### config.mk
export PLATFORM = sky130hd
export DESIGN_NAME = crc_framed_response_checker_top
export DESIGN_NICKNAME = d
export VERILOG_FILES = /design/src/design/cfc_pkg.sv /design/src/design/cfc_front.sv /design/src/design/cfc_fifo.sv /design/src/design/cfc_back.sv /design/src/design/crc_framed_response_checker_top.sv
export SDC_FILE = /design/constraint.sdc
export NUM_CORES = 1
export LEC_CHECK = 0
export BUFFER_PORTS_ARGS = -buffer_cell sky130_fd_sc_hd__buf_2
export CAP_MARGIN = 15
export CORE_MARGIN = 2
export CORE_UTILIZATION = 40
export CTS_CLUSTER_DIAMETER = 50
export DETAILED_ROUTE_END_ITERATION = 8
export PLACE_DENSITY = 0.6
export SKIP_LAST_GASP = 1
export SLEW_MARGIN = 15
export SYNTH_ARGS = -nofsm -noshare
export SYNTH_HDL_FRONTEND = slang
export SYNTH_SLANG_ARGS = --single-unit
### constraint.sdc
create_clock -name clk -period 18.1 [get_ports clk]
set_input_delay 0.905 -clock clk [delete_from_list [all_inputs] [get_ports clk]]
set_output_delay 0.905 -clock clk [all_outputs]
set_load 0.01 [all_outputs]
### src/design/cfc_pkg.sv
package cfc_pkg;

    // framing and crc constants
    localparam logic [15:0] CRC_POLY      = 16'h1021;
    localparam logic [15:0] CRC_TOP       = 16'h8000;
    localparam logic [15:0] CRC_INIT      = 16'h0000;
    localparam logic [7:0]  CHAR_PAREN    = 8'h28;
    localparam logic [7:0]  CHAR_CR       = 8'h0D;
    localparam logic [7:0]  CHAR_LF       = 8'h0A;

    // receive buffer size bounding the length limit
    localparam int          BUFFER_BYTES  = 512;

    // register reset values
    localparam logic [15:0] TIMEOUT_RESET = 16'd1000;
    localparam logic [9:0]  MAXLEN_RESET  = 10'd512;

    // queue between front and back
    localparam int          QUEUE_DEPTH   = 2;

    // register indexes
    localparam logic        CFG_TIMEOUT   = 1'b0;
    localparam logic        CFG_MAXLEN    = 1'b1;

    // input command codes
    localparam logic [1:0]  CMD_START     = 2'd0;
    localparam logic [1:0]  CMD_BYTE      = 2'd1;
    localparam logic [1:0]  CMD_TICK      = 2'd2;

    typedef enum logic [1:0] {
        KIND_START,
        KIND_BYTE,
        KIND_TICK,
        KIND_NONE
    } kind_t;

    typedef enum logic [2:0] {
        ST_OK         = 3'd0,
        ST_NORESP     = 3'd1,
        ST_INCOMPLETE = 3'd2,
        ST_SHORT      = 3'd3,
        ST_CRCBAD     = 3'd4,
        ST_NOPAREN    = 3'd5
    } status_t;

    // classified item in the queue
    typedef struct packed {
        kind_t       kind;
        logic        is_cr;
        logic [7:0]  data;
    } item_t;

    // one result item
    typedef struct packed {
        logic        is_status;
        logic [7:0]  payload_byte;
        status_t     status;
        logic [15:0] received_crc;
        logic [15:0] computed_crc;
        logic [8:0]  payload_length;
    } result_t;

    // configuration register values
    typedef struct packed {
        logic [15:0] timeout_ticks;
        logic [9:0]  max_length;
    } cfg_t;

    // crc-16 xmodem update by one byte, msb first
    function automatic logic [15:0] fold_byte(input logic [15:0] crc, input logic [7:0] b);
        logic [15:0] c;
        c = crc ^ {b, 8'h00};
        for (int k = 0; k < 8; k++) begin
            if ((c & CRC_TOP) != 16'h0000)
                c = {c[14:0], 1'b0} ^ CRC_POLY;
            else
                c = {c[14:0], 1'b0};
        end
        return c;
    endfunction

    // reserved characters are raised by one
    function automatic logic [7:0] bump_reserved(input logic [7:0] b);
        if (b == CHAR_PAREN || b == CHAR_CR || b == CHAR_LF)
            return b + 8'd1;
        return b;
    endfunction

endpackage

### src/design/cfc_front.sv
module cfc_front (
    input  logic               s_tvalid,
    input  logic [1:0]         cmd,
    input  logic [7:0]         data_byte,
    input  logic               queue_full,
    output logic               s_tready,
    output logic               push,
    output cfc_pkg::item_t     item
);

    // classify the command and flag carriage return
    always_comb
    begin
        item.data  = data_byte;
        item.is_cr = (data_byte == cfc_pkg::CHAR_CR);
        case (cmd)
            cfc_pkg::CMD_START: item.kind = cfc_pkg::KIND_START;
            cfc_pkg::CMD_BYTE:  item.kind = cfc_pkg::KIND_BYTE;
            cfc_pkg::CMD_TICK:  item.kind = cfc_pkg::KIND_TICK;
            default:            item.kind = cfc_pkg::KIND_NONE;
        endcase
    end

    // unused codes are taken but never queued
    assign s_tready = !queue_full;
    assign push     = s_tvalid && !queue_full && (item.kind != cfc_pkg::KIND_NONE);

endmodule

### src/design/cfc_fifo.sv
module cfc_fifo #(
    parameter int WIDTH = 11,
    parameter int DEPTH = 2
) (
    input  logic             clk,
    input  logic             rst_n,
    input  logic             push,
    input  logic [WIDTH-1:0] wdata,
    input  logic             pop,
    output logic [WIDTH-1:0] rdata,
    output logic             full,
    output logic             empty
);

    localparam int AW = (DEPTH > 1) ? $clog2(DEPTH) : 1;
    localparam int CW = $clog2(DEPTH + 1);

    logic [WIDTH-1:0] mem_reg [DEPTH];
    logic [AW-1:0]    wr_ptr_reg, wr_ptr_next;
    logic [AW-1:0]    rd_ptr_reg, rd_ptr_next;
    logic [CW-1:0]    count_reg, count_next;
    logic             do_push, do_pop;

    assign full    = (count_reg == CW'(DEPTH));
    assign empty   = (count_reg == '0);
    assign do_push = push && !full;
    assign do_pop  = pop && !empty;
    assign rdata   = mem_reg[rd_ptr_reg];

    // pointer and fill count update
    always_comb
    begin
        wr_ptr_next = wr_ptr_reg;
        rd_ptr_next = rd_ptr_reg;
        count_next  = count_reg;
        if (do_push)
            wr_ptr_next = (wr_ptr_reg == AW'(DEPTH - 1)) ? '0 : wr_ptr_reg + AW'(1);
        if (do_pop)
            rd_ptr_next = (rd_ptr_reg == AW'(DEPTH - 1)) ? '0 : rd_ptr_reg + AW'(1);
        if (do_push && !do_pop)
            count_next = count_reg + CW'(1);
        else if (do_pop && !do_push)
            count_next = count_reg - CW'(1);
    end

    always_ff @(posedge clk or negedge rst_n)
    begin
        if (!rst_n)
        begin
            wr_ptr_reg <= '0;
            rd_ptr_reg <= '0;
            count_reg  <= '0;
        end
        else
        begin
            wr_ptr_reg <= wr_ptr_next;
            rd_ptr_reg <= rd_ptr_next;
            count_reg  <= count_next;
        end
    end

    // entry storage
    always_ff @(posedge clk)
    begin
        if (do_push)
            mem_reg[wr_ptr_reg] <= wdata;
    end

endmodule

### src/design/cfc_back.sv
module cfc_back (
    input  logic               clk,
    input  logic               rst_n,
    input  cfc_pkg::cfg_t      cfg,
    input  cfc_pkg::item_t     item,
    input  logic               queue_empty,
    output logic               pop,
    output logic               out_valid,
    input  logic               out_ready,
    output cfc_pkg::result_t   out_item
);

    // limit in use is the smaller of max_length and the buffer size
    localparam logic [9:0] BUF_LIM =
        (cfc_pkg::BUFFER_BYTES > 1023) ? 10'd1023 : 10'(cfc_pkg::BUFFER_BYTES);

    logic             active_reg, active_next;
    logic [9:0]       count_reg, count_next;
    logic [7:0]       hold0_reg, hold0_next;
    logic [7:0]       hold1_reg, hold1_next;
    logic [1:0]       fill_reg, fill_next;
    logic [15:0]      crc_reg, crc_next;
    logic [7:0]       first_reg, first_next;
    logic [15:0]      elapsed_reg, elapsed_next;
    logic             out_valid_reg, out_valid_next;
    cfc_pkg::result_t out_reg, out_next;

    logic             res_valid;
    cfc_pkg::result_t res;
    logic [9:0]       limit;
    logic [9:0]       left;
    logic [9:0]       emitted;
    logic [15:0]      el_inc;
    logic [15:0]      rc, cc;

    assign limit   = (cfg.max_length < BUF_LIM) ? cfg.max_length : BUF_LIM;
    assign left    = (count_reg >= {8'h00, fill_reg}) ? count_reg - {8'h00, fill_reg} : 10'd0;
    assign emitted = (left != 10'd0) ? left - 10'd1 : 10'd0;
    assign el_inc  = (elapsed_reg == 16'hFFFF) ? elapsed_reg : elapsed_reg + 16'd1;
    assign rc      = {hold0_reg, hold1_reg};
    assign cc      = {cfc_pkg::bump_reserved(crc_reg[15:8]),
                      cfc_pkg::bump_reserved(crc_reg[7:0])};

    // take the next item when the output slot frees up
    assign pop = !queue_empty && (!out_valid_reg || out_ready);

    // execute one item
    always_comb
    begin
        active_next  = active_reg;
        count_next   = count_reg;
        hold0_next   = hold0_reg;
        hold1_next   = hold1_reg;
        fill_next    = fill_reg;
        crc_next     = crc_reg;
        first_next   = first_reg;
        elapsed_next = elapsed_reg;
        res_valid    = 1'b0;
        res          = '0;
        if (pop)
        begin
            case (item.kind)
                cfc_pkg::KIND_START:
                begin
                    active_next  = 1'b1;
                    count_next   = '0;
                    hold0_next   = '0;
                    hold1_next   = '0;
                    fill_next    = '0;
                    crc_next     = cfc_pkg::CRC_INIT;
                    first_next   = '0;
                    elapsed_next = '0;
                end
                cfc_pkg::KIND_TICK:
                begin
                    if (active_reg)
                    begin
                        elapsed_next = el_inc;
                        if (el_inc >= cfg.timeout_ticks)
                        begin
                            res_valid          = 1'b1;
                            res.is_status      = 1'b1;
                            res.status         = (count_reg == 10'd0) ?
                                                 cfc_pkg::ST_NORESP : cfc_pkg::ST_INCOMPLETE;
                            res.payload_length = emitted[8:0];
                            active_next        = 1'b0;
                        end
                    end
                end
                cfc_pkg::KIND_BYTE:
                begin
                    if (active_reg)
                    begin
                        if (item.is_cr)
                        begin
                            // end of frame: length, crc, then paren
                            count_next         = count_reg + 10'd1;
                            res_valid          = 1'b1;
                            res.is_status      = 1'b1;
                            res.payload_length = emitted[8:0];
                            active_next        = 1'b0;
                            if (count_reg < 10'd3)
                                res.status = cfc_pkg::ST_SHORT;
                            else
                            begin
                                res.received_crc = rc;
                                res.computed_crc = cc;
                                if (rc != cc)
                                    res.status = cfc_pkg::ST_CRCBAD;
                                else if (first_reg != cfc_pkg::CHAR_PAREN)
                                    res.status = cfc_pkg::ST_NOPAREN;
                                else
                                    res.status = cfc_pkg::ST_OK;
                            end
                        end
                        else if ({1'b0, count_reg} + 11'd1 >= {1'b0, limit})
                        begin
                            // length limit reached by a data byte
                            count_next         = count_reg + 10'd1;
                            res_valid          = 1'b1;
                            res.is_status      = 1'b1;
                            res.status         = cfc_pkg::ST_INCOMPLETE;
                            res.payload_length = emitted[8:0];
                            active_next        = 1'b0;
                        end
                        else
                        begin
                            count_next = count_reg + 10'd1;
                            if (count_reg == 10'd0)
                                first_next = item.data;
                            if (fill_reg == 2'd2)
                            begin
                                // oldest held byte leaves into the crc
                                crc_next   = cfc_pkg::fold_byte(crc_reg, hold0_reg);
                                hold0_next = hold1_reg;
                                hold1_next = item.data;
                                if (count_reg != 10'd2)
                                begin
                                    res_valid        = 1'b1;
                                    res.payload_byte = hold0_reg;
                                end
                            end
                            else
                            begin
                                if (fill_reg[0])
                                    hold1_next = item.data;
                                else
                                    hold0_next = item.data;
                                fill_next = fill_reg + 2'd1;
                            end
                        end
                    end
                end
                default:
                begin
                end
            endcase
        end
    end

    // output register
    always_comb
    begin
        out_valid_next = out_valid_reg && !out_ready;
        out_next       = out_reg;
        if (pop)
        begin
            out_valid_next = res_valid;
            if (res_valid)
                out_next = res;
        end
    end

    always_ff @(posedge clk or negedge rst_n)
    begin
        if (!rst_n)
        begin
            active_reg    <= 1'b0;
            out_valid_reg <= 1'b0;
        end
        else
        begin
            active_reg    <= active_next;
            out_valid_reg <= out_valid_next;
        end
    end

    always_ff @(posedge clk)
    begin
        count_reg   <= count_next;
        hold0_reg   <= hold0_next;
        hold1_reg   <= hold1_next;
        fill_reg    <= fill_next;
        crc_reg     <= crc_next;
        first_reg   <= first_next;
        elapsed_reg <= elapsed_next;
        out_reg     <= out_next;
    end

    assign out_valid = out_valid_reg;
    assign out_item  = out_reg;

`ifndef SYNTH
    // holdback never fills past two bytes
    a_fill_bound: assert property (@(posedge clk) disable iff (!rst_n)
        active_reg |-> (fill_reg <= 2'd2))
        else $error("holdback fill out of range");

    // while the holdback fills, every counted byte sits in it
    a_fill_count: assert property (@(posedge clk) disable iff (!rst_n)
        (active_reg && fill_reg != 2'd2) |-> (count_reg == {8'h00, fill_reg}))
        else $error("byte count and holdback fill disagree");

    // a status result closes the window
    a_status_closes: assert property (@(posedge clk) disable iff (!rst_n)
        (pop && res_valid && res.is_status) |=> !active_reg)
        else $error("window still open after status");

    // a payload result comes only from a full holdback
    a_payload_full: assert property (@(posedge clk) disable iff (!rst_n)
        (pop && res_valid && !res.is_status) |-> (fill_reg == 2'd2))
        else $error("payload byte without full holdback");
`endif

endmodule

### src/design/crc_framed_response_checker_top.sv
// channel  | direction | handshake          | content
// s        | in        | s_tvalid/s_tready  | s_tuser: cmd, s_tdata: data_byte
// m        | out       | m_tvalid/m_tready  | m_tlast: is_status, m_tdata: result fields
// cfg      | in        | cfg_we             | cfg_index, cfg_data
//
// one item per cycle sustained while m is not stalled; the back end folds a full byte into the crc
// combinationally, so the execute stage never holds an item back for more work
// an accepted item is written into the queue, then its result into the output register
// a queue of QUEUE_DEPTH items lets the input side keep accepting while m is stalled
// rst_n is asynchronous, active low; it closes the window and empties queue and output
module crc_framed_response_checker_top #(
    parameter int QUEUE_DEPTH = cfc_pkg::QUEUE_DEPTH
) (
    input  logic        clk,
    input  logic        rst_n,
    // input items
    input  logic        s_tvalid,
    output logic        s_tready,
    input  logic [7:0]  s_tdata,   // [7:0] data_byte
    input  logic [1:0]  s_tuser,   // [1:0] cmd
    // result items
    output logic        m_tvalid,
    input  logic        m_tready,
    output logic [55:0] m_tdata,   // [7:0] payload_byte, [10:8] status,
                                   // [26:11] received_crc, [42:27] computed_crc,
                                   // [51:43] payload_length, [55:52] zero
    output logic        m_tlast,   // is_status
    // configuration writes
    input  logic        cfg_we,
    input  logic        cfg_index,
    input  logic [15:0] cfg_data
);

    localparam int ITEM_W = $bits(cfc_pkg::item_t);

    cfc_pkg::cfg_t      cfg_reg, cfg_next;
    cfc_pkg::item_t     front_item;
    cfc_pkg::item_t     back_item;
    cfc_pkg::result_t   result;
    logic               push, pop, queue_full, queue_empty;
    logic [ITEM_W-1:0]  queue_rdata;

    // configuration registers
    always_comb
    begin
        cfg_next = cfg_reg;
        if (cfg_we)
        begin
            case (cfg_index)
                cfc_pkg::CFG_TIMEOUT: cfg_next.timeout_ticks = cfg_data;
                cfc_pkg::CFG_MAXLEN:  cfg_next.max_length = cfg_data[9:0];
                default:              cfg_next = cfg_reg;
            endcase
        end
    end

    always_ff @(posedge clk or negedge rst_n)
    begin
        if (!rst_n)
        begin
            cfg_reg.timeout_ticks <= cfc_pkg::TIMEOUT_RESET;
            cfg_reg.max_length    <= cfc_pkg::MAXLEN_RESET;
        end
        else
        begin
            cfg_reg <= cfg_next;
        end
    end

    // classify incoming items
    cfc_front u_front (
        .s_tvalid   (s_tvalid),
        .cmd        (s_tuser),
        .data_byte  (s_tdata),
        .queue_full (queue_full),
        .s_tready   (s_tready),
        .push       (push),
        .item       (front_item)
    );

    // decoupling queue
    cfc_fifo #(
        .WIDTH (ITEM_W),
        .DEPTH (QUEUE_DEPTH)
    ) u_queue (
        .clk   (clk),
        .rst_n (rst_n),
        .push  (push),
        .wdata (front_item),
        .pop   (pop),
        .rdata (queue_rdata),
        .full  (queue_full),
        .empty (queue_empty)
    );

    assign back_item = cfc_pkg::item_t'(queue_rdata);

    // frame checking engine
    cfc_back u_back (
        .clk         (clk),
        .rst_n       (rst_n),
        .cfg         (cfg_reg),
        .item        (back_item),
        .queue_empty (queue_empty),
        .pop         (pop),
        .out_valid   (m_tvalid),
        .out_ready   (m_tready),
        .out_item    (result)
    );

    // pack result fields
    assign m_tlast = result.is_status;
    assign m_tdata = {4'b0000, result.payload_length, result.computed_crc,
                      result.received_crc, result.status, result.payload_byte};

endmodule
==> flow_summary.toml, run 1 <==
[status]
status = "finished clean"

[sta]
final_hold_viol_count = 0
worst_clock_skew_ns = 0.01085
finalMaxSlewViolations = 0
fin_ws_ns = 13.32
setup_viol = 0
max_freq_mhz = 209.2
min_period_ns = 4.781
tns_ns = 0
max-slew-margin-rel = 0.2649
timing.final.crit_share = 0.2641
worst_slew_pin_slew_ns = 1.098
rsz0062_at_grt = "no"

[place]
place_hpwl_um = 13390
postPlaceCellArea_um2 = 9916
port-buffer-count = 86
dp_slack_ns = 13.34
gp_congestion = 0.8067
numPlacedInstances = 1159

[drt]
avgViaCountPerCell = 5.071
first_iter_violations = 354
drtAntennaViolNets = 0
routedWlPerCell_um = 15.46
vias = 6039
wirelength_um = 18410
firstDrtPassIters = 5
drc = 0

[floorplanning]
num_rows = 55
start_util = 0.4070
die-area_um2 = 24260
die_y_um = 155.8
pin_count = 91
dieWidth_um = 155.8
core_um2 = 22640

[power_and_ir_drop]
peakVddDrop_mv = 0.07497
p_leak_nw = 4.104
power.density_nw_per_um2 = 162.3

[logic_synthesis]
syn-cell-area_um2 = 9214
seq_area_frac_synth = 0.5539
ys_types = 63
synth.top_cell.area_share = 0.4661
synth_area_per_cell_um2 = 11.32
ys_warn_count = 0
yosys.area.top_type = "edfxtp_1"
synthCells = 814
synth_edf_count = 143
synthArstFlopShare = 0.1829
ys_top_cells_by_area = "edfxtp_1, dfrtp_1, ha_1"
ys_ff_latch = 175
synth_ff_type = "edfxtp_1"

[clock_network]
htreeDepth = 4
cts_tree = "done"
cts_resized = 0
cts.sinks = 175
post_cts_buffers = 0
cts.path.max_buffers = 2
hold_buffers = 0
clk_latency_ns = 0.44
clk_pin_slew_ns = 0.07
numCtsBuffers = 17
clk_root_buffer_cell = "clkbuf_16"

[final_layout]
area_delta_synth_final_pct = 14.16
largest_reg_flops = 53
n_antenna_cell = 0
seq_area_um2 = 5104
final_util = 0.4646
fin_cells = 1191
fillCellCount = 2122
multi_input_area_um2 = 3807
drive_above_1_share = 0.1722
num-nets-final = 973
final_cell_area_um2 = 10520

[worst_setup_path]
end_kind = "flip-flop"
worst-path-max-fanout = 53
cp-start-kind = "flip-flop"
crit_type = "flip-flop to flip-flop"
critical_path_required_ns = 18.17
arrival_ns = 4.85

[worst_hold_path]
hp-class = "flip-flop to flip-flop"

[global_routing]
grt_use_total = 0.1584
antenna_found_initial = 0
grt_pass1_wl_um = 29860
grt_max_degree = 54
grt_pass1_vias = 5698
overflow = 0

[flow_run]
cap_viol_max_count = 0
[power by group]
part / switching, mW / leakage, nW / total [mW] / internal, mW
Sequential: 0.105 / 1.72 / 0.704 / 0.600
Clock: 0.180 / 0.290 / 0.366 / 0.186
Combinational: 0.374 / 2.10 / 0.637 / 0.263
Total: 0.658 / 4.10 / 1.71 / 1.05
[metal layers]
metal,up-vias,share of wire,global-route usage
li1,3024,-,-
met1,2846,0.50,0.2299
met2,140,0.44,0.2351
met3,29,0.037,0.02889
met4,0,0.020,0.06291
met5,-,0,0
[cell type report]
class	instances	area share
clock buffers	17	0.04044
repair buffers	92	0.04520
well taps	285	0.03390
multi-input cells	560	0.3620
flip-flops and latches	175	0.4852
clock inverters	15	0.01653
inverters	47	0.01677
[cells in the mapped netlist (all sizes together) (3+ instances only)]
cell type / n
ha: 47
and2: 64
mux2i: 15
nand4: 9
inv: 46
o211ai: 3
xnor2: 36
dfrtp: 25
a21boi: 3
nand2b: 12
clkbuf: 26
nand2: 65
o21ai: 40
edfxtp: 143
o31ai: 3
a211oi: 3
mux2: 15
xor2: 35
nor4: 6
or3: 4
o22ai: 3
buf: 9
dfstp: 7
a31oi: 6
nand3: 23
nor2b: 20
nor2: 58
or4: 3
nor3: 11
a21oi: 29
or2: 3
and3: 7
nor4b: 5
[final timing paths]
path | to | from | slack [ns] | cells past startpoint
max | u_back.out_item[30]$_SDFFCE_PP0P_ | u_back.elapsed_reg[0]$_SDFFCE_PN0P_ | 13.32 | 15
min | u_queue.count_reg[1]$_DFFE_PN0P_ | u_queue.count_reg[1]$_DFFE_PN0P_ | 0.50 | 1
max reg2reg | u_back.out_item[30]$_SDFFCE_PP0P_ | u_back.elapsed_reg[0]$_SDFFCE_PN0P_ | 13.32 | 15
min reg2reg | u_queue.count_reg[1]$_DFFE_PN0P_ | u_queue.count_reg[1]$_DFFE_PN0P_ | 0.50 | 1
max in group asynchronous | cfg_reg[1]$_DFFE_PN0P_ | rst_n | 17.08 | 1
min in group asynchronous | cfg_reg[20]$_DFFE_PN0P_ | rst_n | 0.54 | 1
[logic make-up after synthesis]
logic type	share of synthesized area
AND/OR/NAND/NOR	0.1704
flip-flops	0.5539
AO/OA/AOI/OAI	0.07157
buffers and inverters	0.03558
XOR/XNOR	0.06749
adder cells (fa/ha/maj)	0.06600
multiplexers	0.03463
other	0.0004070
[worst max-delay path: stages (launching register included)]
cell,delay (ns)
edfxtp_1,0.39
ha_1,0.25
nand2_1,0.10
nor4_1,0.61
nand2b_1,0.39
nand2b_1,0.27
nor2_1,0.07
xor2_1,0.16
ha_1,0.31
nand3_1,0.11
a211o_1,0.27
a311oi_1,0.46
nand2_1,0.14
a21boi_0,0.20
nor2_4,0.11
buf_4,0.53
[cells in the final DEF (no fill, tap or decap), types with 7 or more instances in the layout]
cell	Yosys	layout
xor2_1	35	35
and2_1	63	63
mux2i_1	15	15
nand4_1	9	9
clkbuf_16	0	17
o21ai_0	38	38
inv_1	46	46
nor3_1	10	10
nor2b_1	20	19
dfstp_2	7	7
and3_1	7	7
buf_2	4	86
nand3_1	23	23
xnor2_1	36	36
nand2_1	65	65
mux2_2	15	15
dfrtp_1	25	25
ha_1	47	47
nor2_1	58	57
a21oi_1	29	28
nand2b_1	12	12
edfxtp_1	143	143
[through the flow]
step / power, mW / hold WS (ns)
after floorplan: 1.168 / 0.4587
after global placement: 1.342 / 0.4743
after detailed placement: 1.351 / 0.4801
after CTS: 1.721 / 0.4929
after global routing: 1.835 / 0.5265
final: 1.707 / 0.4964
No activity file was read; power rests on OpenSTA's default activity.
==> run 2: changes to the inputs <==
--- a/config.mk
+++ b/config.mk
@@ -5,6 +5,7 @@
 export SDC_FILE = /design/constraint.sdc
 export NUM_CORES = 1
 export LEC_CHECK = 0
+export ABC_AREA = 1
 export BUFFER_PORTS_ARGS = -buffer_cell sky130_fd_sc_hd__buf_2
 export CAP_MARGIN = 15
 export CORE_MARGIN = 2
==> constraint.sdc (replaced) <==
create_clock -name clk -period 5 [get_ports clk]
set_input_delay 0.25 -clock clk [delete_from_list [all_inputs] [get_ports clk]]
set_output_delay 0.25 -clock clk [all_outputs]
set_load 0.01 [all_outputs]
==> run 2 against run 1 <==
Net effect:
- die area is 1.3% higher
- fmax is 8.8% higher
- synthesized cell count is 22% higher
- sequential power grew to 3.8 times the previous value
- area after synthesis is 1.3% higher
- first-iteration DRC count is 26% higher
- worst setup slack worse by 13 ns
- clock power grew to 3.7 times the previous value
- critical endpoint is now u_back.out_item[25]$_SDFFCE_PP0P_
- highest routed layer unchanged
==> flow_summary.toml, run 2 <==
[status]
status = "finished clean"

[final_layout]
mostFrequentLayoutCell = "nand2_1"
multi_input_area_um2 = 3560
num-nets-final = 1171
final_util = 0.4714
drive_above_1_share = 0.1449
layout_common_cells = "nand2_1, inv_1, edfxtp_1"
n_antenna_cell = 0
largest_reg_flops = 53
area_delta_synth_final_pct = 14.99
fillCellCount = 2153
seq_area_um2 = 5104
final_cell_area_um2 = 10740

[clock_network]
clk_root_buffer_cell = "clkbuf_16"
cts_tree = "done"
cts.path.max_buffers = 2
clk_pin_slew_ns = 0.07
htreeDepth = 4
post_cts_buffers = 0
clk_latency_ns = 0.43
cts.sinks = 175
numCtsBuffers = 17

[logic_synthesis]
ys_top_cells_by_area = "edfxtp_1, nand2_1, dfrtp_1"
seq_area_frac_synth = 0.5466
synth.top_cell.area_share = 0.4599
syn-cell-area_um2 = 9338
synth_ff_type = "edfxtp_1"
synthCells = 997
ys_types = 42
synthArstFlopShare = 0.1829
synth_edf_count = 143
yosysMostFrequentCell = "nand2_1"
ys_warn_count = 0
ys_ff_latch = 175
yosys.area.top_type = "edfxtp_1"
synth_common_cells = "nand2_1, inv_1, edfxtp_1"
synth_area_per_cell_um2 = 9.366

[sta]
timing.final.crit_share = 0.8786
rsz0062_at_grt = "no"
worst_clock_skew_ns = 0.01161
min_period_ns = 4.393
max_freq_mhz = 227.6
tns_ns = 0
setup_viol = 0
max-slew-margin-rel = 0.3369
finalMaxSlewViolations = 0
worst_slew_pin_slew_ns = 0.9910
final_hold_viol_count = 0

[worst_setup_path]
reg2reg_depth = 19
critPathBufInv = 5
crit_type = "flip-flop to flip-flop"
worst-path-max-fanout = 34
cp-start-kind = "flip-flop"
path_common_cell = "nand3_1"
arrival_ns = 4.53
crit_path_top_delay_cell = "inv_2"
critPathTopFamily = "simple AND/OR/NAND/NOR gates"
worstReg2RegStart = "u_back.elapsed_reg[0]$_SDFFCE_PN0P_"
cp_cell_sequence = "ha_1, inv_1, nor3_1, inv_1, nor4_1, nand3_1, inv_1, a21oi_1, o21ai_0, ha_1, nand3_1, nor3_1, nand3_1, nand3_1, nand2_1, nand3_1, nand2_1, inv_2, buf_4"
critical_path_required_ns = 5.13
end_kind = "flip-flop"
cp_slowest_stage_delay_ns = 0.54
rrSetupSlack_ns = 0.61
timing.rr.end = "u_back.out_item[25]$_SDFFCE_PP0P_"

[place]
place_hpwl_um = 14470
gp_congestion = 0.8645
postPlaceCellArea_um2 = 10130
port-buffer-count = 86

[drt]
wirelength_um = 19240
avgViaCountPerCell = 4.737
vias = 6713
routedWlPerCell_um = 13.58
first_iter_violations = 447
firstDrtPassIters = 5
drc = 0
drtAntennaViolNets = 0

[floorplanning]
die-area_um2 = 24580
start_util = 0.4099
dieWidth_um = 156.8
pin_count = 91
die_y_um = 156.8
num_rows = 55
core_um2 = 22780

[global_routing]
grt_use_total = 0.1615
grt_pass1_wl_um = 31160
antenna_found_initial = 0
overflow = 0
grt_pass1_vias = 6301
grt_max_degree = 35

[flow_run]
cap_viol_max_count = 0

[power_and_ir_drop]
power.density_nw_per_um2 = 652.9
peakVddDrop_mv = 0.2878
p_leak_nw = 4.739

[worst_hold_path]
worstHoldStart = "s_tdata[4]"
hp-class = "input pin to flip-flop"
holdPathStages = 1
holdPathEnd = "u_queue.mem_reg[0][4]$_DFFE_PP_"
-- run 2: where the power goes --
group / internal, mW / switching, mW / leakage [nW]
Sequential: 2.29 / 0.365 / 1.72
Combinational: 1.03 / 1.96 / 2.73
Clock: 0.755 / 0.610 / 0.288
-- run 2: stage by stage --
step	setup slack [ns]	instances	hold WS, ns	power, mW
2_1_floorplan	1.041	1000	-0.04559	4.835
3_3_place_gp	0.8587	1384	0.3577	5.647
3_5_place_dp	0.6759	1384	0.3549	5.677
4_1_cts	0.5947	1417	0.01173	7.063
5_1_grt	0.1946	1417	0.009845	7.622
6_report	0.6070	1417	0.02502	7.011
-- run 2: kinds of logic after synthesis --
kind of cell,after synthesis,share of synthesized area
and+or+nand+nor,427,0.2007
buffers and inverters,178,0.07396
DFF,175,0.5466
AOI/OAI and AO/OA,121,0.06807
adders and majority gates,48,0.06512
xor gates and xnor gates,39,0.03658
muxes,8,0.008576
other,1,0.0004016
-- run 2: repair_timing --
action / 4_1_cts / 5_1_grt
gates resized for setup: 0 / 0
hold endpoints to repair: 25 / 0
hold buffers: 1 / 0
-- run 2: how the worst max path moves through the flow --
stage / cells after the start / slack (ns) / startpoint / endpoint
global placement: 19 / 0.86 / u_back.elapsed_reg[0]$_SDFFCE_PN0P_ / u_back.out_item[28]$_SDFFCE_PP0P_
finish: 19 / 0.61 / u_back.elapsed_reg[0]$_SDFFCE_PN0P_ / u_back.out_item[25]$_SDFFCE_PP0P_
CTS: 19 / 0.59 / u_back.elapsed_reg[0]$_SDFFCE_PN0P_ / u_back.out_item[25]$_SDFFCE_PP0P_
detailed placement: 19 / 0.68 / u_back.elapsed_reg[0]$_SDFFCE_PN0P_ / u_back.out_item[14]$_SDFFCE_PP0P_
global route: 19 / 0.19 / u_back.elapsed_reg[0]$_SDFFCE_PN0P_ / u_back.out_item[28]$_SDFFCE_PP0P_
floorplan: 20 / 1.04 / u_back.elapsed_reg[0]$_SDFFCE_PN0P_ / u_back.out_item[0]$_DFFE_PP_
-- run 2: final cells by class --
type / count / share of cell area
Tap cell: 313 / 0.03647
Inverter: 154 / 0.05383
Timing Repair Buffer: 96 / 0.04731
Clock buffer: 17 / 0.03962
Multi-Input combinational cell: 647 / 0.3315
Sequential cell: 175 / 0.4753
Clock inverter: 15 / 0.01596
-- run 2: routing by layer --
layer | GRT usage | vias up | share of wire
met3 | 0.03129 | 24 | 0.039
met5 | 0 | - | 0
met4 | 0.05461 | 0 | 0.017
li1 | - | 3474 | -
met2 | 0.2506 | 125 | 0.45
met1 | 0.2271 | 3090 | 0.49
